==> src/hw/rtl/lesf_pkg.sv <==
// Shared constants, types and helpers for the largest empty square finder.
// No dependencies; every other file but lesf_ram refers to it by scoped names.
package lesf_pkg;

    localparam int MAX_COLS_DEF = 1024;
    localparam int MAX_ROWS_DEF = 1024;

    localparam int CFG_W      = 11;  // num_columns / num_lines register width
    localparam int SIZE_OUT_W = 11;  // m_square_size width
    localparam int POS_OUT_W  = 10;  // m_corner_row / m_corner_col width
    localparam int APB_DW     = 32;
    localparam int APB_AW     = 3;

    localparam logic [CFG_W-1:0] CFG_RESET = 11'd1024;

    // register index, taken from paddr[2]
    localparam logic REG_NUM_COLUMNS = 1'b0;
    localparam logic REG_NUM_LINES   = 1'b1;

    typedef struct packed {
        logic             restart;
        logic [CFG_W-1:0] num_columns;
        logic [CFG_W-1:0] num_lines;
    } cfg_t;

    typedef struct packed {
        logic valid;
        logic cell_empty;
        logic first_row;
        logic first_col;
        logic last_col;
        logic last_row;
    } cell_ctl_t;

    // zero reads as one, anything past the limit saturates
    function automatic logic [CFG_W-1:0] clamp_count(logic [CFG_W-1:0] v, int unsigned maxv);
        logic [CFG_W-1:0] r;
        if (v == '0) begin
            r = CFG_W'(1);
        end else if (32'(v) > maxv) begin
            r = CFG_W'(maxv);
        end else begin
            r = v;
        end
        return r;
    endfunction

endpackage

==> src/hw/rtl/lesf_cfg.sv <==
// APB-style register block for num_columns and num_lines.
// Depends on lesf_pkg for widths, register indexes and the clamp helper.
module lesf_cfg #(
    parameter int MAX_COLS = lesf_pkg::MAX_COLS_DEF,
    parameter int MAX_ROWS = lesf_pkg::MAX_ROWS_DEF
) (
    input  logic                         aclk,
    input  logic                         aresetn,
    input  logic                         psel,
    input  logic                         penable,
    input  logic                         pwrite,
    input  logic [lesf_pkg::APB_AW-1:0]  paddr,
    input  logic [lesf_pkg::APB_DW-1:0]  pwdata,
    output logic [lesf_pkg::APB_DW-1:0]  prdata,
    output logic                         pready,
    output lesf_pkg::cfg_t               cfg
);

    logic [lesf_pkg::CFG_W-1:0] ncols_reg;
    logic [lesf_pkg::CFG_W-1:0] nlines_reg;
    logic                       wr;
    logic [lesf_pkg::CFG_W-1:0] wval;

    assign pready = 1'b1;
    assign wr     = psel && penable && pwrite;
    assign wval   = pwdata[lesf_pkg::CFG_W-1:0];

    always_ff @(posedge aclk) begin
        if (!aresetn) begin
            ncols_reg  <= lesf_pkg::clamp_count(lesf_pkg::CFG_RESET, MAX_COLS);
            nlines_reg <= lesf_pkg::clamp_count(lesf_pkg::CFG_RESET, MAX_ROWS);
        end else if (wr) begin
            case (paddr[2])
                lesf_pkg::REG_NUM_COLUMNS: ncols_reg  <= lesf_pkg::clamp_count(wval, MAX_COLS);
                lesf_pkg::REG_NUM_LINES:   nlines_reg <= lesf_pkg::clamp_count(wval, MAX_ROWS);
                default:                   nlines_reg <= nlines_reg;
            endcase
        end
    end

    always_comb begin
        case (paddr[2])
            lesf_pkg::REG_NUM_COLUMNS: prdata = lesf_pkg::APB_DW'(ncols_reg);
            default:                   prdata = lesf_pkg::APB_DW'(nlines_reg);
        endcase
    end

    // any write restarts the scan
    assign cfg.restart     = wr;
    assign cfg.num_columns = ncols_reg;
    assign cfg.num_lines   = nlines_reg;

endmodule

==> config.mk <==
export PLATFORM = sky130hd
export DESIGN_NAME = lesf_cfg
export DESIGN_NICKNAME = d
export VERILOG_FILES = /design/src/hw/rtl/lesf_pkg.sv /design/src/hw/rtl/lesf_cfg.sv
export SDC_FILE = /design/constraint.sdc
export NUM_CORES = 1
export LEC_CHECK = 0
export BUFFER_PORTS_ARGS = -buffer_cell sky130_fd_sc_hd__buf_2
export CAP_MARGIN = 20
export CORE_ASPECT_RATIO = 1.25
export CORE_UTILIZATION = 30
export CTS_CLUSTER_DIAMETER = 40
export DETAILED_ROUTE_END_ITERATION = 16
export HOLD_SLACK_MARGIN = 0.15
export PLACE_DENSITY = 0.6
export SETUP_SLACK_MARGIN = 0.5
export SLEW_MARGIN = 10
export SYNTH_ARGS = -nofsm -noshare
export SYNTH_HDL_FRONTEND = slang
export SYNTH_SLANG_ARGS = --single-unit
==> constraint.sdc <==
create_clock -name aclk -period 0.9 [get_ports aclk]
set_input_delay 0.135 -clock aclk [delete_from_list [all_inputs] [get_ports aclk]]
set_output_delay 0.135 -clock aclk [all_outputs]
set_load 0.1 [all_outputs]
==> flow_metrics.tcl <==
set metrics [dict create \
    drc 0 \
    clock_latency_ns 0.25 \
    hold_end "nlines_reg[0]$_SDFFE_PN0P_" \
    area_growth_syn_to_layout_pct 128.8 \
    synth_top_area_frac 0.3482 \
    post_drt_via_cell_ratio 4.500 \
    static-leakage-power_uw 0.001290 \
    critPathSlowestCell "dfxtp_4" \
    die_h_um 74.60 \
    fin_util 0.7117 \
    hp-class "in2reg" \
    fin_worst_skew_ns 0 \
    post-place-ws_ns -0.2181 \
    antenna_found_initial 0 \
    internal-power_uw 1561 \
    ant_nets 0 \
    worst_slack_ns -0.2963 \
    drive_gt1_frac 0.7069 \
    clkPwrFrac 0.225 \
    switching_share 0.4170 \
    die_w_um 60.08 \
    dp_hpwl_mm 2.798 \
    yosys.area.top_type "dfxtp_1" \
    globalRouteOverflowTotal 0 \
    clock_sinks 22 \
    cts_tree "done" \
    cts_root_buf "clkbuf_8" \
    finalHoldViolCount 0 \
    yosysWarnings 0 \
    ctsHoldBuffers 0 \
    fin_crit_ns 1.196 \
    p_comb_frac 0.421 \
    crit_path_start_kind "flop" \
    ir_worst_vdd_uv 594.8 \
    status "finished with violations" \
    ff2ff_path_depth 5 \
    drt_iter0_markers 46 \
    drv_slew 0 \
    cts_buffer_depth 2 \
    crit-reg2reg-launch "ncols_reg[4]$_SDFFE_PN0P_" \
    die_area_um2 4482 \
    place.gp.congestion 0.8062 \
    synth_cells 134 \
    max_freq_mhz 835.9 \
    setup_viol 36 \
    stdcell_count 288 \
    grtUsageTotal 0.1724 \
    seq_area_frac_synth 0.3482 \
    netSwitchingPower_uw 1116 \
    initial_core_util 0.3111 \
    required_ns 0.76 \
    clkTransAtPathRegs_ns 0.08 \
    fin_crit_sh 1.329 \
    synth-edff-count 0 \
    yosysMostFrequentCell "buf_4" \
    worst-setup-path-type "reg2out" \
    p_total_uw 2677 \
    ys_seq_elements 22 \
    r2r_slack_ns -0.09 \
    core_um2 4066 \
    slowest_delay_ns 0.35 \
    synth_cell_types 27 \
    power.share.sequential 0.354 \
    worstHoldPathCells 3 \
    port_buffers 50 \
    fin_nets 274 \
    synth.area.top_cells "dfxtp_1 (35%), buf_4 (14%), mux2_2 (9.8%)" \
    worstSetupEndpointType "output pin" \
    place_inst 266 \
    violations "negative setup slack" \
    cp.arrival_ns 1.06 \
    drt-total-wl_mm 4.430 \
    grt_pass1_vias 1178 \
    ios 96 \
    rsz0062_at_grt "yes" \
    row_count 26 \
    min_from "pwdata[0]" \
    diodes 0 \
    wl_per_cell_um 15.38 \
    grt_pass1_wl_mm 5.644 \
    dr_total_vias 1296 \
    p_per_area_nw_per_um2 924.9 \
    htree_num_levels 1 \
    tns_ns -6.580 \
    r2r_end "ncols_reg[4]$_SDFFE_PN0P_" \
    netlist_top_cells_count "buf_4 (24), dfxtp_1 (22), nand2_1 (15)" \
    cap_violations 0 \
    syn_area_um2 1265 \
    drtPass1Iterations 4 \
    ys.flop_type "dfxtp_1" \
    grt_max_degree 18 \
    critPathMaxFanout 2 \
    cp_cell_sequence "mux2_4 -> buf_12" \
    cts_buffers 3 \
    synth.avg_cell_area_um2 9.440 \
    async_flop_share 0 \
    fill_cells 260 \
]
==> cells in the final DEF, fill, tap and decap left out, types with 2 or more instances in the layout <==
cell,count
a21boi_1,5
a21oi_1,3
a21oi_2,3
buf_12,37
buf_2,9
buf_4,14
buf_6,38
buf_8,6
clkbuf_8,3
conb_1,22
dfxtp_4,22
mux2_4,11
mux2i_1,12
nand2_1,7
nand2_2,7
nor2b_1,13
o211ai_1,2
==> power by group through the flow <==
stage               Sequential [uW]  Clock, uW  Combinational (uW)
global placement                966          0                1010
CTS                             946        630                1070
floorplan                      1090          0                 692
finish                          947        602                1130
detailed placement              967          0                1010
global route                    949        677                1160
==> per-layer routing <==
metal  routed length (um)  global-route usage  up-vias
met5                    0                   0        -
met2                 2546              0.3160       48
met1                 1676              0.2011      628
li1                     -                   -      612
met3                  152             0.02261        8
met4                   55             0.06202        0
==> worst max-delay path by stage <==
stage,from,to,cells past startpoint
6_report,ncols_reg[9]$_SDFFE_PN0P_,prdata[9],2
5_1_grt,ncols_reg[4]$_SDFFE_PN0P_,prdata[4],2
4_1_cts,ncols_reg[5]$_SDFFE_PN0P_,prdata[5],2
3_5_place_dp,paddr[2],nlines_reg[0]$_SDFFE_PN0P_,5
3_3_place_gp,paddr[2],prdata[9],4
2_1_floorplan,ncols_reg[10]$_SDFFE_PN1P_,prdata[10],1
==> layout make-up <==
cell class                      instances  area [um2]  share of cell area
Clock buffer                            3       41.29             0.01427
Inverter                                1       3.754            0.001297
Multi-Input combinational cell        102       847.1              0.2927
Sequential cell                        22       523.0              0.1807
Tap cell                               56       70.07             0.02421
Timing Repair Buffer                  104        1409              0.4868
==> critical path: cells and delay by family (launching register included) <==
kind / cells / cell delay, ns
flops: 1 / 0.35
buf+inv: 1 / 0.17
mux: 1 / 0.28
==> per-stage QoR <==
stage | hold WS [ns] | area, um2
detailed placement | 0.4733 | 2391
global placement | 0.4726 | 2391
CTS | 0.1970 | 2643
floorplan | 0.3035 | 1483
global route | 0.2185 | 2894
finish | 0.2256 | 2894
==> logic make-up (layout without fill, tap and decap cells) <==
group           count (synthesis)  in the layout  share of synthesized area
flops                          22             22                     0.3482
mux                            23             23                     0.1929
simple gates                   38             38                     0.1860
other cells                     2             22                   0.005937
buf+inv                        30            108                     0.1681
compound gates                 19             19                    0.09890
==> repair_timing <==
item	in CTS	in global routing
pin swaps	7	9
resized for setup	51	33
setup buffers	2	16
gates cloned	1	0
endpoints found under the setup margin	56	56
Note: power is estimated with default switching activity, not from simulation.
