**src/hw/rtl/lesf_pkg.sv**
```systemverilog
// Shared constants, types and helpers for the largest empty square finder.
// No dependencies; every other file but lesf_ram refers to it by scoped names.
package lesf_pkg;

    localparam int MAX_COLS_DEF = 1024;
    localparam int MAX_ROWS_DEF = 1024;

    localparam int CFG_W      = 11;  // num_columns / num_lines register width
    localparam int SIZE_OUT_W = 11;  // m_square_size width
    localparam int POS_OUT_W  = 10;  // m_corner_row / m_corner_col width
    localparam int APB_DW     = 32;
    localparam int APB_AW     = 3;

    localparam logic [CFG_W-1:0] CFG_RESET = 11'd1024;

    // register index, taken from paddr[2]
    localparam logic REG_NUM_COLUMNS = 1'b0;
    localparam logic REG_NUM_LINES   = 1'b1;

    typedef struct packed {
        logic             restart;
        logic [CFG_W-1:0] num_columns;
        logic [CFG_W-1:0] num_lines;
    } cfg_t;

    typedef struct packed {
        logic valid;
        logic cell_empty;
        logic first_row;
        logic first_col;
        logic last_col;
        logic last_row;
    } cell_ctl_t;

    // zero reads as one, anything past the limit saturates
    function automatic logic [CFG_W-1:0] clamp_count(logic [CFG_W-1:0] v, int unsigned maxv);
        logic [CFG_W-1:0] r;
        if (v == '0) begin
            r = CFG_W'(1);
        end else if (32'(v) > maxv) begin
            r = CFG_W'(maxv);
        end else begin
            r = v;
        end
        return r;
    endfunction

endpackage

```
**src/hw/rtl/lesf_core.sv**
```systemverilog
// Per-cell square size, best-square tracking and the result register.
// Depends on lesf_pkg for widths and the config and cell control structs.
module lesf_core #(
    parameter int MAX_COLS = lesf_pkg::MAX_COLS_DEF,
    parameter int MAX_ROWS = lesf_pkg::MAX_ROWS_DEF,
    localparam int CW      = (MAX_COLS > 1) ? $clog2(MAX_COLS) : 1,
    localparam int RW      = (MAX_ROWS > 1) ? $clog2(MAX_ROWS) : 1,
    localparam int SW      = $clog2(MAX_COLS + 1)
) (
    input  logic                                aclk,
    input  logic                                aresetn,
    input  lesf_pkg::cfg_t                      cfg,
    input  lesf_pkg::cell_ctl_t                 s1_ctl,
    input  logic [CW-1:0]                       s1_col,
    input  logic [RW-1:0]                       s1_row,
    output logic                                s1_adv,
    input  logic [SW-1:0]                       ram_rdata,
    output logic                                ram_we,
    output logic [CW-1:0]                       ram_waddr,
    output logic [SW-1:0]                       ram_wdata,
    output logic                                m_valid,
    input  logic                                m_ready,
    output logic                                m_found,
    output logic [lesf_pkg::SIZE_OUT_W-1:0]     m_square_size,
    output logic [lesf_pkg::POS_OUT_W-1:0]      m_corner_row,
    output logic [lesf_pkg::POS_OUT_W-1:0]      m_corner_col
);

    logic [SW-1:0] left_reg, diag_reg, best_size_reg;
    logic [RW-1:0] best_row_reg;
    logic [CW-1:0] best_col_reg;
    logic          m_valid_reg;
    logic          m_found_reg;
    logic [lesf_pkg::SIZE_OUT_W-1:0] m_size_reg;
    logic [lesf_pkg::POS_OUT_W-1:0]  m_row_reg, m_col_reg;

    logic [SW-1:0] up, min_ul, min_all, size;
    logic [SW-1:0] best_size_next;
    logic [RW-1:0] best_row_next;
    logic [CW-1:0] best_col_next;
    logic          grid_end;

    assign up       = ram_rdata;
    assign grid_end = s1_ctl.last_col && s1_ctl.last_row;
    assign s1_adv   = s1_ctl.valid && (!grid_end || !m_valid_reg || m_ready);

    always_comb begin
        min_ul  = (up < left_reg) ? up : left_reg;
        min_all = (diag_reg < min_ul) ? diag_reg : min_ul;
        if (!s1_ctl.cell_empty) begin
            size = '0;
        end else if (s1_ctl.first_row || s1_ctl.first_col) begin
            size = SW'(1);
        end else begin
            size = min_all + SW'(1);
        end
    end

    // strictly larger only: the earliest cell in scan order keeps a tie
    always_comb begin
        best_size_next = best_size_reg;
        best_row_next  = best_row_reg;
        best_col_next  = best_col_reg;
        if (size > best_size_reg) begin
            best_size_next = size;
            best_row_next  = s1_row;
            best_col_next  = s1_col;
        end
    end

    always_ff @(posedge aclk) begin
        if (!aresetn) begin
            left_reg      <= '0;
            diag_reg      <= '0;
            best_size_reg <= '0;
            best_row_reg  <= '0;
            best_col_reg  <= '0;
        end else if (cfg.restart) begin
            left_reg      <= '0;
            diag_reg      <= '0;
            best_size_reg <= '0;
            best_row_reg  <= '0;
            best_col_reg  <= '0;
        end else if (s1_adv) begin
            if (s1_ctl.last_col) begin
                left_reg <= '0;
                diag_reg <= '0;
            end else begin
                left_reg <= size;
                diag_reg <= up;
            end
            if (grid_end) begin
                best_size_reg <= '0;
                best_row_reg  <= '0;
                best_col_reg  <= '0;
            end else begin
                best_size_reg <= best_size_next;
                best_row_reg  <= best_row_next;
                best_col_reg  <= best_col_next;
            end
        end
    end

    always_ff @(posedge aclk) begin
        if (!aresetn) begin
            m_valid_reg <= 1'b0;
        end else if (s1_adv && grid_end) begin
            m_valid_reg <= 1'b1;
        end else if (m_ready) begin
            m_valid_reg <= 1'b0;
        end
    end

    always_ff @(posedge aclk) begin
        if (s1_adv && grid_end) begin
            m_found_reg <= (best_size_next != '0);
            m_size_reg  <= lesf_pkg::SIZE_OUT_W'(best_size_next);
            m_row_reg   <= lesf_pkg::POS_OUT_W'(best_row_next);
            m_col_reg   <= lesf_pkg::POS_OUT_W'(best_col_next);
        end
    end

    assign ram_we    = s1_adv;
    assign ram_waddr = s1_col;
    assign ram_wdata = size;

    assign m_valid       = m_valid_reg;
    assign m_found       = m_found_reg;
    assign m_square_size = m_size_reg;
    assign m_corner_row  = m_row_reg;
    assign m_corner_col  = m_col_reg;

endmodule

```
**config.mk**
```make
export PLATFORM = sky130hd
export DESIGN_NAME = lesf_core
export DESIGN_NICKNAME = d
export VERILOG_FILES = /design/src/hw/rtl/lesf_pkg.sv /design/src/hw/rtl/lesf_core.sv
export SDC_FILE = /design/constraint.sdc
export NUM_CORES = 1
export LEC_CHECK = 0
export BUFFER_PORTS_ARGS = -buffer_cell sky130_fd_sc_hd__buf_2
export CAP_MARGIN = 20
export CORE_UTILIZATION = 59
export DETAILED_ROUTE_END_ITERATION = 10
export PLACE_DENSITY = 0.86
export SLEW_MARGIN = 5
export SYNTH_ARGS = -nofsm -noshare
export SYNTH_HDL_FRONTEND = slang
export SYNTH_SLANG_ARGS = --single-unit
```
**constraint.sdc**
```tcl
create_clock -name aclk -period 16.1 [get_ports aclk]
set_input_delay 0.805 -clock aclk [delete_from_list [all_inputs] [get_ports aclk]]
set_output_delay 0.805 -clock aclk [all_outputs]
set_load 0.02 [all_outputs]
```
==> flow_metrics.env <==
export IMPL_dieHeight_um=95.0
export IMPL_core_area_mm2=0.00830
export IMPL_dpl_hpwl_um=9090
export IMPL_async_flop_share=0
export IMPL_cp_start_kind="input pin"
export IMPL_cts_resized=0
export IMPL_ys_seq_elements=86
export IMPL_rsz0062_at_grt="no"
export IMPL_place_congestion=0.987
export IMPL_syn_area_per_cell_um2=8.52
export IMPL_syn2layout_area_growth_pct=13.8
export IMPL_grt_ovfl_total=0
export IMPL_io_pins=119
export IMPL_hp_class="reg2reg"
export IMPL_p_sw_frac=0.330
export IMPL_first_pass_iters=6
export IMPL_arrival_ns=8.72
export IMPL_fin_crit_sh=0.528
export IMPL_cts_root_buf="clkbuf_8"
export IMPL_grt_start_max_net_pins=53
export IMPL_cts_tree="built"
export IMPL_tightest_slew_ns=0.893
export IMPL_cts_buffers=9
export IMPL_slowest_stage="a21oi_4"
export IMPL_grt_usage=0.303
export IMPL_htree_levels=3
export IMPL_cp_max_fo=33
export IMPL_rows=33
export IMPL_skew_ns=0.0112
export IMPL_cts_sinks=86
export IMPL_status="completed"
export IMPL_yosys_area_top_type="dfxtp_1"
export IMPL_power_density_mw_per_mm2=90.2
export IMPL_clk_pin_slew_ns=0.09
export IMPL_power_leakage_nw=2.35
export IMPL_slew_viol_final=0
export IMPL_slowest_delay_ns=0.70
export IMPL_synth_top_cell_area_share=0.212
export IMPL_cap_violations=0
export IMPL_drc_errors=0
export IMPL_dr_first_iter_drc_count=440
export IMPL_comb_power_share=0.231
export IMPL_post_cts_buffers=0
export IMPL_slew_headroom=0.403
export IMPL_synthCells=599
export IMPL_hold_viol_final=0
export IMPL_yosysSeqAreaShare=0.400
export IMPL_syn_nets=694
export IMPL_layout_drive_gt1_share=0.201
export IMPL_grt_pass1_wl_um=21200
export IMPL_antenna_cells=0
export IMPL_vias=4757
export IMPL_grt_pass1_vias=4471
export IMPL_die_area_mm2=0.00902
export IMPL_clkPwrFrac=0.315
export IMPL_cp_required_ns=16.32
export IMPL_ctsHoldBuffers=0
export IMPL_antenna_found_initial=0
export IMPL_final_antenna_net_count=0
export IMPL_min_period_ns=8.49
export IMPL_via_per_inst=6.08
export IMPL_tns_ns=0
export IMPL_seqPwrFrac=0.454
export IMPL_die_width_um=95.0
export IMPL_nets=767
export IMPL_endpoint_kind="flop"
export IMPL_ys_types=61
export IMPL_initial_utilization=0.615
export IMPL_drt_wl_total_um=13200
export IMPL_fillerInstances=639
export IMPL_post_route_util=0.700
export IMPL_synth_area_leaders="dfxtp_1 (21%), edfxtp_1 (19%), ha_1 (7.8%), nand2_1 (7.1%), nor2_1 (5.2%)"
export IMPL_fmax_mhz=118
export IMPL_cts_path_max_buffers=2
export IMPL_syn_area_mm2=0.00510
export IMPL_setup_viol=0
export IMPL_vdd_drop_max_uv=45.5
export IMPL_port_buffers=96
export IMPL_ys_warn_count=0
export IMPL_power_switching_uw=173
export IMPL_crit_top_cell="nand2_1"
export IMPL_hold_ws_ns=0.501
export IMPL_clkLatencyLatePin_ns=0.37
export IMPL_internal_power_uw=351
export IMPL_crit_type="in2reg"
export IMPL_synth_flop_cell="dfxtp_1"
export IMPL_synth_edf_count=32
export IMPL_wl_per_cell_um=16.9
==> placed cells by master, fill, tap and decap left out, types with 8 or more instances in the layout <==
cell and count:
clkbuf_8 10, nor3_1 8, inv_1 27, nand3b_1 10, nand2_1 97, xnor2_1 19
o21ai_0 15, nand4_1 9, ha_1 32, buf_2 96, nor2_1 70, edfxtp_1 32
a22oi_1 35, nand3_1 22, dfxtp_1 54, a21oi_1 37
==> worst max-delay path: cells and delay by family <==
family | cells | cell delay [ns]
adder cells (fa/ha/maj) | 4 | 1.34
multiplexers | 1 | 0.35
buffers and inverters | 2 | 0.54
AND/OR/NAND/NOR | 14 | 2.52
AO/OA/AOI/OAI | 12 | 3.01
XOR/XNOR | 1 | 0.14
==> synth_stat cells, types with 16 or more instances <==
cell type and instances:
nand3_1 22, ha_1 32, o21ai_0 16, nor2_1 71, a22oi_1 35, nand2_1 97, edfxtp_1 32, clkbuf_1 22
inv_1 27, dfxtp_1 54, a21oi_1 37, xnor2_1 19
==> worst paths after layout <==
| check | from | to | slack [ns] | cells past startpoint |
|---|---|---|---|---|
| setup / recovery | ram_rdata[9] | m_found | 7.61 | 34 |
| hold / removal | best_size_reg[5] | best_size_reg[5] | 0.50 | 2 |
| setup reg to reg | left_reg[9] | m_found | 7.68 | 34 |
| hold reg to reg | best_size_reg[5] | best_size_reg[5] | 0.50 | 2 |
==> metal layers <==
metal	GRT usage	up-vias	wire, um
met1	0.376	2240	5460
met2	0.519	235	6450
met4	0.0972	0	252
met3	0.0676	29	1020
met5	0	-	0
li1	-	2253	-
==> cells by family (layout without fill, tap and decap cells) <==
logic type	Yosys count	count (layout)	synth area share
compound gates	126	126	0.173
xor+xnor	26	26	0.0446
fa+ha+maj	32	32	0.0785
buf+inv	66	144	0.0581
flops	86	86	0.400
mux	10	10	0.0208
simple gates	253	253	0.224
==> per-stage QoR <==
step | worst slack [ns] | cells | power (mW) | cell area [um2]
finish | 7.61 | 782 | 0.524 | 5810
global route | 7.17 | 782 | 0.544 | 5810
detailed placement | 7.41 | 764 | 0.360 | 5560
CTS | 7.78 | 780 | 0.520 | 5770
global placement | 7.58 | 764 | 0.355 | 5560
floorplan | 8.65 | 599 | 0.328 | 5100
==> final cells by class <==
| type | count | area, um2 | share of cell area |
|---|---|---|---|
| multi-input cells | 447 | 2780 | 0.479 |
| repair buffers | 101 | 538 | 0.0927 |
| flip-flops and latches | 86 | 2040 | 0.352 |
| clock inverters | 6 | 75.1 | 0.0129 |
| inverters | 27 | 101 | 0.0175 |
| clock buffers | 10 | 138 | 0.0237 |
| well taps | 105 | 131 | 0.0226 |
==> power groups by stage <==
stage,clock network (mW),logic [mW],registers [mW]
global route,0.173,0.133,0.239
global placement,0,0.112,0.242
CTS,0.164,0.118,0.238
floorplan,0,0.0806,0.247
finish,0.165,0.121,0.238
detailed placement,0,0.117,0.243
No activity file was read; power rests on OpenSTA's default activity.
