===== config.mk =====
export PLATFORM = sky130hd
export DESIGN_NAME = lesf_scan
export DESIGN_NICKNAME = d
export VERILOG_FILES = /design/src/hw/rtl/lesf_pkg.sv /design/src/hw/rtl/lesf_scan.sv
export SDC_FILE = /design/constraint.sdc
export NUM_CORES = 1
export LEC_CHECK = 0
export CORE_UTILIZATION = 35
export DETAILED_ROUTE_END_ITERATION = 7
export DONT_BUFFER_PORTS = 1
export PLACE_DENSITY = 0.57
export REMOVE_ABC_BUFFERS = 1
export SYNTH_ARGS = -nofsm -noshare
export SYNTH_HDL_FRONTEND = slang
export SYNTH_SLANG_ARGS = --single-unit

===== constraint.sdc =====
create_clock -name aclk -period 3.28 [get_ports aclk]
set_input_delay 0.492 -clock aclk [delete_from_list [all_inputs] [get_ports aclk]]
set_output_delay 0.492 -clock aclk [all_outputs]
set_load 0.005 [all_outputs]

===== src/hw/rtl/lesf_pkg.sv =====
// Shared constants, types and helpers for the largest empty square finder.
// No dependencies; every other file but lesf_ram refers to it by scoped names.
package lesf_pkg;

    localparam int MAX_COLS_DEF = 1024;
    localparam int MAX_ROWS_DEF = 1024;

    localparam int CFG_W      = 11;  // num_columns / num_lines register width
    localparam int SIZE_OUT_W = 11;  // m_square_size width
    localparam int POS_OUT_W  = 10;  // m_corner_row / m_corner_col width
    localparam int APB_DW     = 32;
    localparam int APB_AW     = 3;

    localparam logic [CFG_W-1:0] CFG_RESET = 11'd1024;

    // register index, taken from paddr[2]
    localparam logic REG_NUM_COLUMNS = 1'b0;
    localparam logic REG_NUM_LINES   = 1'b1;

    typedef struct packed {
        logic             restart;
        logic [CFG_W-1:0] num_columns;
        logic [CFG_W-1:0] num_lines;
    } cfg_t;

    typedef struct packed {
        logic valid;
        logic cell_empty;
        logic first_row;
        logic first_col;
        logic last_col;
        logic last_row;
    } cell_ctl_t;

    // zero reads as one, anything past the limit saturates
    function automatic logic [CFG_W-1:0] clamp_count(logic [CFG_W-1:0] v, int unsigned maxv);
        logic [CFG_W-1:0] r;
        if (v == '0) begin
            r = CFG_W'(1);
        end else if (32'(v) > maxv) begin
            r = CFG_W'(maxv);
        end else begin
            r = v;
        end
        return r;
    endfunction

endpackage


===== src/hw/rtl/lesf_scan.sv =====
// Scan position counters and input register stage; issues the line-buffer read.
// Depends on lesf_pkg for the config and cell control structs.
module lesf_scan #(
    parameter int MAX_COLS = lesf_pkg::MAX_COLS_DEF,
    parameter int MAX_ROWS = lesf_pkg::MAX_ROWS_DEF,
    localparam int CW      = (MAX_COLS > 1) ? $clog2(MAX_COLS) : 1,
    localparam int RW      = (MAX_ROWS > 1) ? $clog2(MAX_ROWS) : 1
) (
    input  logic                aclk,
    input  logic                aresetn,
    input  lesf_pkg::cfg_t      cfg,
    input  logic                s_valid,
    output logic                s_ready,
    input  logic                s_cell_empty,
    input  logic                s1_adv,
    output lesf_pkg::cell_ctl_t s1_ctl,
    output logic [CW-1:0]       s1_col,
    output logic [RW-1:0]       s1_row,
    output logic                ram_re,
    output logic [CW-1:0]       ram_raddr
);

    logic [CW-1:0]       col_reg, col_next;
    logic [RW-1:0]       row_reg, row_next;
    logic                s1_valid_reg;
    lesf_pkg::cell_ctl_t s1_ctl_reg;
    logic [CW-1:0]       s1_col_reg;
    logic [RW-1:0]       s1_row_reg;
    logic                accept;
    logic                last_col;
    logic                last_row;

    assign s_ready = !s1_valid_reg || s1_adv;
    assign accept  = s_valid && s_ready;

    assign last_col = (32'(col_reg) + 32'd1) >= 32'(cfg.num_columns);
    assign last_row = (32'(row_reg) + 32'd1) >= 32'(cfg.num_lines);

    always_comb begin
        col_next = col_reg;
        row_next = row_reg;
        if (last_col) begin
            col_next = '0;
            row_next = last_row ? '0 : row_reg + RW'(1);
        end else begin
            col_next = col_reg + CW'(1);
        end
    end

    always_ff @(posedge aclk) begin
        if (!aresetn) begin
            col_reg      <= '0;
            row_reg      <= '0;
            s1_valid_reg <= 1'b0;
        end else begin
            if (cfg.restart) begin
                col_reg <= '0;
                row_reg <= '0;
            end else if (accept) begin
                col_reg <= col_next;
                row_reg <= row_next;
            end
            s1_valid_reg <= accept || (s1_valid_reg && !s1_adv);
        end
    end

    always_ff @(posedge aclk) begin
        if (accept) begin
            s1_ctl_reg.valid      <= 1'b1;
            s1_ctl_reg.cell_empty <= s_cell_empty;
            s1_ctl_reg.first_row  <= (row_reg == '0);
            s1_ctl_reg.first_col  <= (col_reg == '0);
            s1_ctl_reg.last_col   <= last_col;
            s1_ctl_reg.last_row   <= last_row;
            s1_col_reg            <= col_reg;
            s1_row_reg            <= row_reg;
        end
    end

    always_comb begin
        s1_ctl       = s1_ctl_reg;
        s1_ctl.valid = s1_valid_reg;
    end

    assign s1_col    = s1_col_reg;
    assign s1_row    = s1_row_reg;
    // the above-row size arrives from the RAM while the cell sits in stage 1
    assign ram_re    = accept;
    assign ram_raddr = col_reg;

endmodule


==> results of run 1 <==
## layer usage
layer  global-route usage, %  vias to the layer above  routed length, µm
met4                    5.37                        0                 80
met3                    3.58                        7                310
met2                    20.7                       60               2250
met1                    21.5                      833               2740
met5                       0                        -                  0
li1                        -                      923                  -
## Yosys cell counts (3+ instances only)
master,instances
ha_1,26
o21ai_0,11
nor3_1,4
nand2b_1,12
nor4_1,5
nand3_1,12
nor2_1,5
xnor2_1,10
a21o_1,3
dfxtp_1,21
xor2_1,4
edfxtp_1,25
and3_1,12
buf_4,3
nand2_1,30
a32o_1,4
inv_1,29
a21oi_1,11
## kinds of logic after synthesis
family          Yosys count  share of synthesized area (%)
simple gates             93                           19.4
compound gates           42                           10.8
buf+inv                  37                           6.23
fa+ha+maj                26                           12.7
flops                    46                           45.5
xor+xnor                 15                           5.40
## power groups by stage
stage	Sequential [mW]	Clock, mW	Combinational (mW)
after global placement	0.645	0	0.0532
final	0.631	0.421	0.0546
after CTS	0.632	0.435	0.0542
after global routing	0.634	0.451	0.0629
after floorplan	0.643	0	0.0380
after detailed placement	0.645	0	0.0540
## through the flow
stage	instance area [µm²]	total power, mW	hold WS [ps]	std cells
after floorplan	2520	0.681	448	251
after global placement	2680	0.698	483	352
after detailed placement	2680	0.699	498	352
after CTS	2790	1.12	282	360
after global routing	2800	1.15	276	360
final	2800	1.11	289	360
## worst reg2reg max path, delay by kind of cell (launching register included)
kind / cells / cell delay [ps]
AOI/OAI and AO/OA: 5 / 1030
xor gates and xnor gates: 1 / 200
adders and majority gates: 2 / 580
DFF: 1 / 510
and+or+nand+nor: 3 / 670
## layout make-up
class / instances / area (µm²) / share of cell area [%]
Inverter: 29 / 109 / 3.89
Timing Repair Buffer: 5 / 37.5 / 1.34
Multi-Input combinational cell: 176 / 1250 / 44.7
Sequential cell: 46 / 1170 / 41.8
Tap cell: 96 / 120 / 4.29
Clock buffer: 6 / 72.6 / 2.59
Clock inverter: 2 / 37.5 / 1.34
## path summary, 6_finish.rpt
kind | from | endpoint | slack, ps | cells past startpoint
worst min register to register | row_reg[1]$_SDFFE_PP0P_ | s1_row[1]$_DFFE_PP_ | 520 | 0
worst max-delay path | ram_raddr[0]$_SDFFE_PP0P_ | ram_raddr[2]$_SDFFE_PP0P_ | 250 | 11
worst max register to register | ram_raddr[0]$_SDFFE_PP0P_ | ram_raddr[2]$_SDFFE_PP0P_ | 250 | 11
worst min-delay path | s_cell_empty | s1_ctl[4]$_DFFE_PP_ | 290 | 0
==> summary.md, run 1 <==
| Metric | Value |
|---|---|
| Initial core utilization | `37.0%` |
| Hpwl dp | `around 4.1 mm` |
| CTS root buf | `clkbuf_8` |
| Detailed Routing Iterations Pass 1 | `4` |
| # Post-CTS Setup Buffers | `0` |
| Total Wirelength | `approximately 5.4 mm` |
| Worst rel slew slack | `45.1%` |
| Slowest cell delay on critical path | `around 500 ps` |
| Worst path required time | `about 3500 ps` |
| Post-synth top area cell | `edfxtp_1` |
| Min setup slack post-route | `between 200 and 300 ps` |
| # IOs | `between 60 and 70` |
| Clock Skew | `13.4 ps` |
| Routed via count | `about 1800` |
| Top FF cell, synth | `edfxtp_1` |
| Die H | `87.7 µm` |
| Avg WL per Cell | `roughly 15 µm` |
| P_int | `0.867 mW` |
| Layout cells sized above 1 | `7.20%` |
| CTS tree | `built` |
| Drt via density | `around 5` |
| CP endpoint kind | `flip-flop` |
| Placer Congestion | `between 0.7 and 0.8` |
| Vias in the first global route | `~1700` |
| TritonCTS buffer count | `5` |
| Final Slew Violations | `0` |
| Area grow syn2layout | `8.91%` |
| Post-synth cell types | `43` |
| Core box area | `6940 µm²` |
| CP Max Fanout | `12` |
| Minimum clock period after layout | `approximately 3000 ps` |
| Sequential area share after synthesis | `45.5%` |
| Largest net degree at the start of global routing | `16` |
| Nets | `317` |
| Overall routing resource usage | `between 10% and 20%` |
| Die W | `between 80 and 90 µm` |
| CP max-delay cell | `dfxtp_1` |
| Asr flop ratio synth | `0%` |
| Min-delay worst type | `in2reg` |
| Dpl ws | `88.9 ps` |
| Max clock buf depth | `2` |
| Status | `complete, no violations` |
| Part of the power in registers | `57.0%` |
| Synth top area share | `between 20% and 30%` |
| Antenna violations before repair | `0` |
| Most common cell after layout, fill and taps aside | `nand2_1` |
| Port bufs | `0` |
| Crit path DAT | `roughly 3300 ps` |
| Residual DRC | `0` |
| Fin Setup TNS | `0 ps` |
| Switching share of power | `21.7%` |
| Clock Power Share | `38.0%` |
| Initial DRC Count | `around 120` |
| Period Utilization, post-route | `between 90% and 100%` |
| Post-CTS sizing | `0` |
| Buffers and inverters on the worst path | `0` |
| Final setup viols | `0` |
| Fmax | `between 300 and 400 MHz` |
| Max Cap Viol | `0` |
| Yosys reg bits | `46` |
| H-tree Lvls | `2` |
| Yosys warns | `0` |
| Final ANT Viol Nets | `0` |
| Comb pwr share | `between 4 and 5%` |
| First-pass GRT wire length | `approximately 8.5 mm` |
| Final hold violation count | `0` |
| Layout fillers | `687` |
| CTS Hold Bufs | `0` |
| Clk sinks | `between 40 and 50` |
| Worst slew pin tran | `between 800 and 900 ps` |
| Number of synthesized flops with an enable pin | `25` |
| Top cells by area, synth | `edfxtp_1 (29%), dfxtp_1 (16%), ha_1 (13%)` |
| Synth Cell Area | `roughly 2600 µm²` |
| RSZ-0062 raised after global routing | `false` |
| Clk slew on worst S/H paths | `90 ps` |
| Clk Latency, worst-skew pair | `about 300 ps` |
| Gr ovfl total | `0` |
| ANT cells | `0` |
| CP top delay family | `compound AO/OA/AOI/OAI gates` |
| Final core occ | `approximately two fifths` |
| Setup Crit Path Kind | `reg2reg` |
| CP Launch Type | `flip-flop` |
| PwrDens | `just under 400 nW/µm²` |
| Most frequent cells in the layout | `nand2_1 (30), inv_1 (29), ha_1 (26), edfxtp_1 (25), dfxtp_1 (21)` |
| Die ar. | `7690 µm²` |
| NetSw | `0.240 mW` |
| Leak | `approximately 1.2 nW` |
| VDD IR max | `around 0.00015 V` |
| Crit path cell chain | `ha_1 > and3_1 > and3_1 > xor2_1 > ha_1 > a21oi_1 > o21a_1 > o31a_1 > nand4_4 > o21ai_0 > a21o_1` |
| Syn Area/Cell | `approximately 9.9 µm²` |
| Cells after Synth | `around 260` |
| Num rows | `30` |
(Power assumes the default switching activity.)
==> run 2: changes to the inputs <==
Settings changed: BUFFER_PORTS_ARGS set to -buffer_cell sky130_fd_sc_hd__buf_2, DONT_BUFFER_PORTS 1 to unset, PLACE_DENSITY 0.57 to 0.65.
==> summary.md, run 2 (synthesis gave the netlist of run 1 again) <==
| Metric | Value |
|---|---|
| Die ar. | `7690 µm² (unchanged)` |
| RSZ-0062 raised after global routing | `false (unchanged)` |
| Port bufs | `65 (was 0)` |
| Die W | `87.7 µm (unchanged)` |
| Status | `complete, no violations (unchanged)` |
| Area grow syn2layout | `21.0% (was 8.91%)` |
| Die H | `87.7 µm (unchanged)` |
| Largest net degree at the start of global routing | `20 (was 16)` |
| Most frequent cells in the layout | `buf_2 (65), nand2_1 (30), inv_1 (29), ha_1 (26), edfxtp_1 (25) (was nand2_1 (30), inv_1 (29), ha_1 (26), edfxtp_1 (25), dfxtp_1 (21))` |
| Setup Crit Path Kind | `reg2reg (unchanged)` |
| CP endpoint kind | `flip-flop (unchanged)` |
| Area taken by multi-input logic gates | `1250 µm² (about the same)` |
| Clock Skew | `13.9 ps (was 13.4 ps)` |
| VDD IR max | `0.000155 V (was 0.000151 V)` |
| Layout cells sized above 1 | `26.0% (was 7.20%)` |
| PwrDens | `372 nW/µm² (was 395 nW/µm²)` |
| TritonCTS buffer count | `5 (unchanged)` |
| Worst rel slew slack | `55.8% (was 45.1%)` |
| Final ANT Viol Nets | `0 (unchanged)` |
| Worst path required time | `3550 ps (was 3530 ps)` |
| Num rows | `30 (unchanged)` |
| CTS tree | `built (unchanged)` |
| Fin Setup TNS | `0 ps (unchanged)` |
| Clk slew on worst S/H paths | `100 ps (was 90 ps)` |
| Residual DRC | `0 (unchanged)` |
| Layout Cell Area excl Fill | `3110 µm² (was 2800 µm²)` |
| CTS root buf | `clkbuf_8 (unchanged)` |
| Placer Congestion | `0.927 (was 0.775)` |
| H-tree Lvls | `2 (unchanged)` |
| WHS | `369 ps (was 289 ps)` |
| Antenna violations before repair | `0 (unchanged)` |
| Gr ovfl total | `0 (unchanged)` |
| Post-route insts no fill | `423 (was 360)` |
| CP top delay family | `compound AO/OA/AOI/OAI gates (unchanged)` |
| Slowest cell delay on critical path | `460 ps (was 510 ps)` |
| Beginning of the worst hold path | `s_cell_empty (unchanged)` |
| Drt via density | `4.86 (was 5.06)` |
| Clk sinks | `46 (unchanged)` |
| Leak | `1.50 nW (was 1.22 nW)` |
| Nets | `380 (was 317)` |
| Reg2reg start | `ram_raddr[0]$_SDFFE_PP0P_ (unchanged)` |
| Min-delay worst type | `in2reg (unchanged)` |
| Avg WL per Cell | `13.6 µm (was 15.0 µm)` |
| First-pass GRT wire length | `9.28 mm (was 8.53 mm)` |
| Buffers and inverters on the worst path | `0 (unchanged)` |
| Worst slew pin tran | `662 ps (was 822 ps)` |
| Fmax | `331 MHz (was 330 MHz)` |
| Final Slew Violations | `0 (unchanged)` |
| Pwr Total | `1.16 mW (was 1.11 mW)` |
| Final hold violation count | `0 (unchanged)` |
| Initial core utilization | `37.0% (unchanged)` |
| Initial DRC Count | `190 (was 119)` |
| Critical Path Source | `ram_raddr[0]$_SDFFE_PP0P_ (unchanged)` |
| Max Cap Viol | `0 (unchanged)` |
| Core box area | `6940 µm² (unchanged)` |
| Routed via count | `2056 (was 1823)` |
| Detailed Routing Iterations Pass 1 | `5 (was 4)` |
| Crit path DAT | `3290 ps (was 3280 ps)` |
| Register Area | `1170 µm² (about the same)` |
| Overall routing resource usage | `15.6% (was 14.7%)` |
| Placed instance area | `2990 µm² (was 2680 µm²)` |
| Crit path cell chain | `ha_1 > and3_1 > and3_1 > xor2_1 > ha_1 > a21oi_1 > o21a_1 > o31a_1 > nand4_2 > o21ai_0 > a21o_1 (was ha_1 > and3_1 > and3_1 > xor2_1 > ha_1 > a21oi_1 > o21a_1 > o31a_1 > nand4_4 > o21ai_0 > a21o_1)` |
| CP max-delay cell | `dfxtp_2 (was dfxtp_1)` |
| Clk Latency, worst-skew pair | `310 ps (was 300 ps)` |
| # Post-CTS Setup Buffers | `0 (unchanged)` |
| CP Max Fanout | `12 (unchanged)` |
| Max clock buf depth | `2 (unchanged)` |
| Vias in the first global route | `1928 (was 1672)` |
| Final setup viols | `0 (unchanged)` |
| CP Launch Type | `flip-flop (unchanged)` |
| ANT cells | `0 (unchanged)` |
| Dpl cells | `415 (was 352)` |
| Most common cell after layout, fill and taps aside | `buf_2 (was nand2_1)` |
| Total Wirelength | `5.75 mm (was 5.38 mm)` |
| Period Utilization, post-route | `92.0% (was 92.3%)` |
| Hpwl dp | `4.42 mm (was 4.13 mm)` |
| Layout fillers | `691 (was 687)` |
| Minimum clock period after layout | `3020 ps (was 3030 ps)` |
| # IOs | `66 (unchanged)` |
## run 2: cell count changes in the layout (fill, tap and decap cells not counted), sizes merged
cell      change
inv           +1
clkinv        +1
buf          +63
clkbuf        -1
clkinvlp      -1
## run 2: final cells by class
class                   count  share of cell area [%]
clock buffers               5                    2.21
clock inverters             3                    1.41
inverters                  29                    3.50
multi-input cells         176                    40.1
flip-flops and latches     46                    37.7
well taps                  96                    3.86
repair buffers             68                    11.2
## run 2: repair_timing
| item | in CTS | in global routing |
|---|---|---|
| setup endpoints to repair | 0 | 11 |
| hold buffers | 0 | 0 |
| gates resized for setup | 0 | 3 |
## run 2: path summary, 6_finish.rpt
kind         slack (ps)                        end  cells after the start
min reg2reg         530        s1_row[1]$_DFFE_PP_                      0
min                 370        s1_ctl[4]$_DFFE_PP_                      1
max reg2reg         260  ram_raddr[4]$_SDFFE_PP0P_                     11
max                 260  ram_raddr[4]$_SDFFE_PP0P_                     11
## run 2: per-layer routing
layer  up-vias  wire length, µm  global-route usage, %
met3         8              239                   2.64
met1       944             2770                   21.5
li1       1043                -                      -
met4         0               77                   4.62
met2        61             2670                   25.1
met5         -                0                      0
## run 2: metrics by stage
stage	setup WS [ps]	util [%]
3_3_place_gp	216	43.0
3_5_place_dp	176	43.0
6_report	262	44.8
4_1_cts	156	44.6
2_1_floorplan	701	-
5_1_grt	6.20	44.8
## run 2: where the power goes
group / leakage, nW / internal [mW] / switching (mW)
registers: 0.416 / 0.622 / 0.00509
clock network: 0.0585 / 0.229 / 0.216
logic: 1.03 / 0.0379 / 0.0476
## run 2: worst register-to-register path: stages (launching register included)
cell	delay [ps]
dfxtp_2	460
ha_1	260
and3_1	260
and3_1	190
xor2_1	220
ha_1	290
a21oi_1	150
o21a_1	160
o31a_1	250
nand4_2	300
o21ai_0	290
a21o_1	140
==> run 3: changes to the inputs <==
--- a/config.mk
+++ b/config.mk
@@ -7,6 +7,6 @@
 export LEC_CHECK = 0
-export BUFFER_PORTS_ARGS = -buffer_cell sky130_fd_sc_hd__buf_2
 export CORE_UTILIZATION = 35
 export DETAILED_ROUTE_END_ITERATION = 7
-export PLACE_DENSITY = 0.65
+export DONT_BUFFER_PORTS = 1
+export PLACE_DENSITY = 0.57
 export REMOVE_ABC_BUFFERS = 1
==> constraint.sdc (replaced) <==
create_clock -name aclk -period 3.28 [get_ports aclk]
set_input_delay 0.328 -clock aclk [delete_from_list [all_inputs] [get_ports aclk]]
set_output_delay 0.328 -clock aclk [all_outputs]
set_load 0.005 [all_outputs]
==> summary.md, run 3 (synthesis gave the netlist of run 1 again) <==
| Metric | Value |
|---|---|
| CTS tree | `built (unchanged)` |
| Crit path cell chain | `ha_1 > and3_1 > and3_1 > xor2_1 > ha_1 > a21oi_1 > o21a_1 > o31ai_1 > o21ai_1 > nor2_1 > a32o_1 (was ha_1 > and3_1 > and3_1 > xor2_1 > ha_1 > a21oi_1 > o21a_1 > o31a_1 > nand4_2 > o21ai_0 > a21o_1)` |
| CTS Hold Bufs | `0 (unchanged)` |
| Gr ovfl total | `0 (unchanged)` |
| Die H | `87.7 µm (unchanged)` |
| Buffers and inverters on the worst path | `0 (unchanged)` |
| Die W | `87.7 µm (unchanged)` |
| CP max-delay cell | `dfxtp_1 (was dfxtp_2)` |
| Drt via density | `5.09 (was 4.86)` |
| CP Max Fanout | `8 (was 12)` |
| # IOs | `66 (unchanged)` |
| Most common cell after layout, fill and taps aside | `nand2_1 (was buf_2)` |
| H-tree Lvls | `2 (unchanged)` |
| Layout Cell Area excl Fill | `2760 µm² (was 3110 µm²)` |
| Largest net degree at the start of global routing | `22 (was 20)` |
| Final setup viols | `0 (unchanged)` |
| Layout cells sized above 1 | `6.46% (was 26.0%)` |
| Antenna violations before repair | `0 (unchanged)` |
| Clk slew on worst S/H paths | `90 ps (was 100 ps)` |
| Clock Skew | `8.60 ps (was 13.9 ps)` |
| Placer Congestion | `0.841 (was 0.927)` |
| Min-delay worst type | `in2reg (unchanged)` |
| Most frequent cells in the layout | `nand2_1 (30), inv_1 (29), ha_1 (26), edfxtp_1 (25), dfxtp_1 (21) (was buf_2 (65), nand2_1 (30), inv_1 (29), ha_1 (26), edfxtp_1 (25))` |
| CP endpoint kind | `flip-flop (unchanged)` |
| Final ANT Viol Nets | `0 (unchanged)` |
| PwrDens | `371 nW/µm² (was 372 nW/µm²)` |
| Clk sinks | `46 (unchanged)` |
| Clk Latency, worst-skew pair | `300 ps (was 310 ps)` |
| Max Cap Viol | `0 (unchanged)` |
| Status | `complete, no violations (unchanged)` |
| Fmax | `327 MHz (was 331 MHz)` |
| First-pass GRT wire length | `8.67 mm (was 9.28 mm)` |
| # Post-CTS Setup Buffers | `0 (unchanged)` |
| Core box area | `6940 µm² (unchanged)` |
| Minimum clock period after layout | `3050 ps (was 3020 ps)` |
| Port bufs | `0 (was 65)` |
| Final hold violation count | `0 (unchanged)` |
| Worst hold stages | `0 (was 1)` |
| Fin Setup TNS | `0 ps (unchanged)` |
| Slowest cell delay on critical path | `500 ps (was 460 ps)` |
| Vias in the first global route | `1760 (was 1928)` |
| Max clock buf depth | `2 (unchanged)` |
| Final Slew Violations | `0 (unchanged)` |
| Hpwl dp | `4.30 mm (was 4.42 mm)` |
| CTS root buf | `clkbuf_8 (unchanged)` |
| Die ar. | `7690 µm² (unchanged)` |
| Routed via count | `1828 (was 2056)` |
| Overall routing resource usage | `14.9% (was 15.6%)` |
| Worst r2r path cells | `11 (unchanged)` |
| RR Endpoint | `row_reg[3]$_SDFFE_PP0P_ (was ram_raddr[4]$_SDFFE_PP0P_)` |
| Worst hold endpoint | `s1_ctl[4]$_DFFE_PP_ (unchanged)` |
| Setup Crit Path Kind | `reg2reg (unchanged)` |
| Avg WL per Cell | `15.3 µm (was 13.6 µm)` |
| CP top delay family | `compound AO/OA/AOI/OAI gates (unchanged)` |
| Detailed Routing Iterations Pass 1 | `4 (was 5)` |
| Nets | `316 (was 380)` |
| Initial DRC Count | `90 (was 190)` |
| ANT cells | `0 (unchanged)` |
| Total Wirelength | `5.48 mm (was 5.75 mm)` |
| Initial core utilization | `37.0% (unchanged)` |
| Reg2reg setup slack | `230 ps (was 260 ps)` |
| Worst slew pin tran | `714 ps (was 662 ps)` |
| Layout fillers | `683 (was 691)` |
| Worst path required time | `3470 ps (was 3550 ps)` |
| Area grow syn2layout | `7.40% (was 21.0%)` |
| Placed instance area | `2670 µm² (was 2990 µm²)` |
| RSZ-0062 raised after global routing | `false (unchanged)` |
| Num rows | `30 (unchanged)` |
| Critical Path Source | `ram_raddr[0]$_SDFFE_PP0P_ (unchanged)` |
| Worst rel slew slack | `52.3% (was 55.8%)` |
| Period Utilization, post-route | `93.1% (was 92.0%)` |
| Reg2reg start | `ram_raddr[0]$_SDFFE_PP0P_ (unchanged)` |
| Residual DRC | `0 (unchanged)` |
| VDD IR max | `0.000135 V (was 0.000155 V)` |
| Crit path DAT | `3250 ps (was 3290 ps)` |
| TritonCTS buffer count | `5 (unchanged)` |
| Beginning of the worst hold path | `s_cell_empty (unchanged)` |
| Leak | `1.21 nW (was 1.50 nW)` |
| CP Launch Type | `flip-flop (unchanged)` |
-- run 3: cell types whose count changed in the layout (fill, tap and decap cells not counted), sizes merged --
cell	before	now
clkinv	1	2
clkbuf	5	6
inv	30	29
bufinv	1	0
buf	68	4
-- run 3: worst max path at each step --
stage                                 to  slack (ps)  depth (start not counted)
2_1_floorplan    row_reg[2]$_SDFFE_PP0P_         700                         10
3_3_place_gp   ram_raddr[4]$_SDFFE_PP0P_         340                         11
3_5_place_dp     row_reg[8]$_SDFFE_PP0P_         280                         11
4_1_cts          row_reg[8]$_SDFFE_PP0P_         230                         11
5_1_grt          row_reg[3]$_SDFFE_PP0P_           3                         11
6_report         row_reg[3]$_SDFFE_PP0P_         230                         11
-- run 3: what timing repair did --
action,in CTS,in global routing
gates resized for setup,0,1
endpoints found under the hold margin,0,0
setup endpoints to repair,0,1
-- run 3: layer usage --
layer / track usage [%] / vias up / share of wire (%) / wire length (µm)
met1: 21.0 / 848 / 52 / 2830
met5: 0 / - / 0 / 0
li1: - / 922 / - / -
met3: 3.58 / 6 / 4.5 / 248
met2: 22.1 / 52 / 42 / 2320
met4: 5.37 / 0 / 1.4 / 74
-- run 3: final cells by class --
type                    instances  area (µm²)  area share, %
clock buffers                   6        72.6           2.63
clock inverters                 2        10.0          0.362
inverters                      29         109           3.94
multi-input cells             176        1250           45.2
flip-flops and latches         46        1170           42.4
well taps                      96         120           4.35
repair buffers                  4        30.0           1.09
-- run 3: per-stage QoR --
stage	total power [mW]	utilization (%)	std cells	hold WS (ps)	setup slack (ps)
global placement	0.697	38.5	351	427	336
detailed placement	0.699	38.5	351	427	280
global route	1.07	39.8	359	105	3.21
floorplan	0.681	-	251	427	701
finish	1.03	39.8	359	125	225
CTS	1.04	39.6	359	113	234
-- run 3: power breakdown --
group          leakage, nW  total, mW  internal (mW)  switching, mW
clock               0.0450      0.341          0.148          0.193
combinational        0.752     0.0535         0.0169         0.0366
sequential           0.415      0.631          0.622        0.00913
total                 1.21       1.03          0.787          0.239
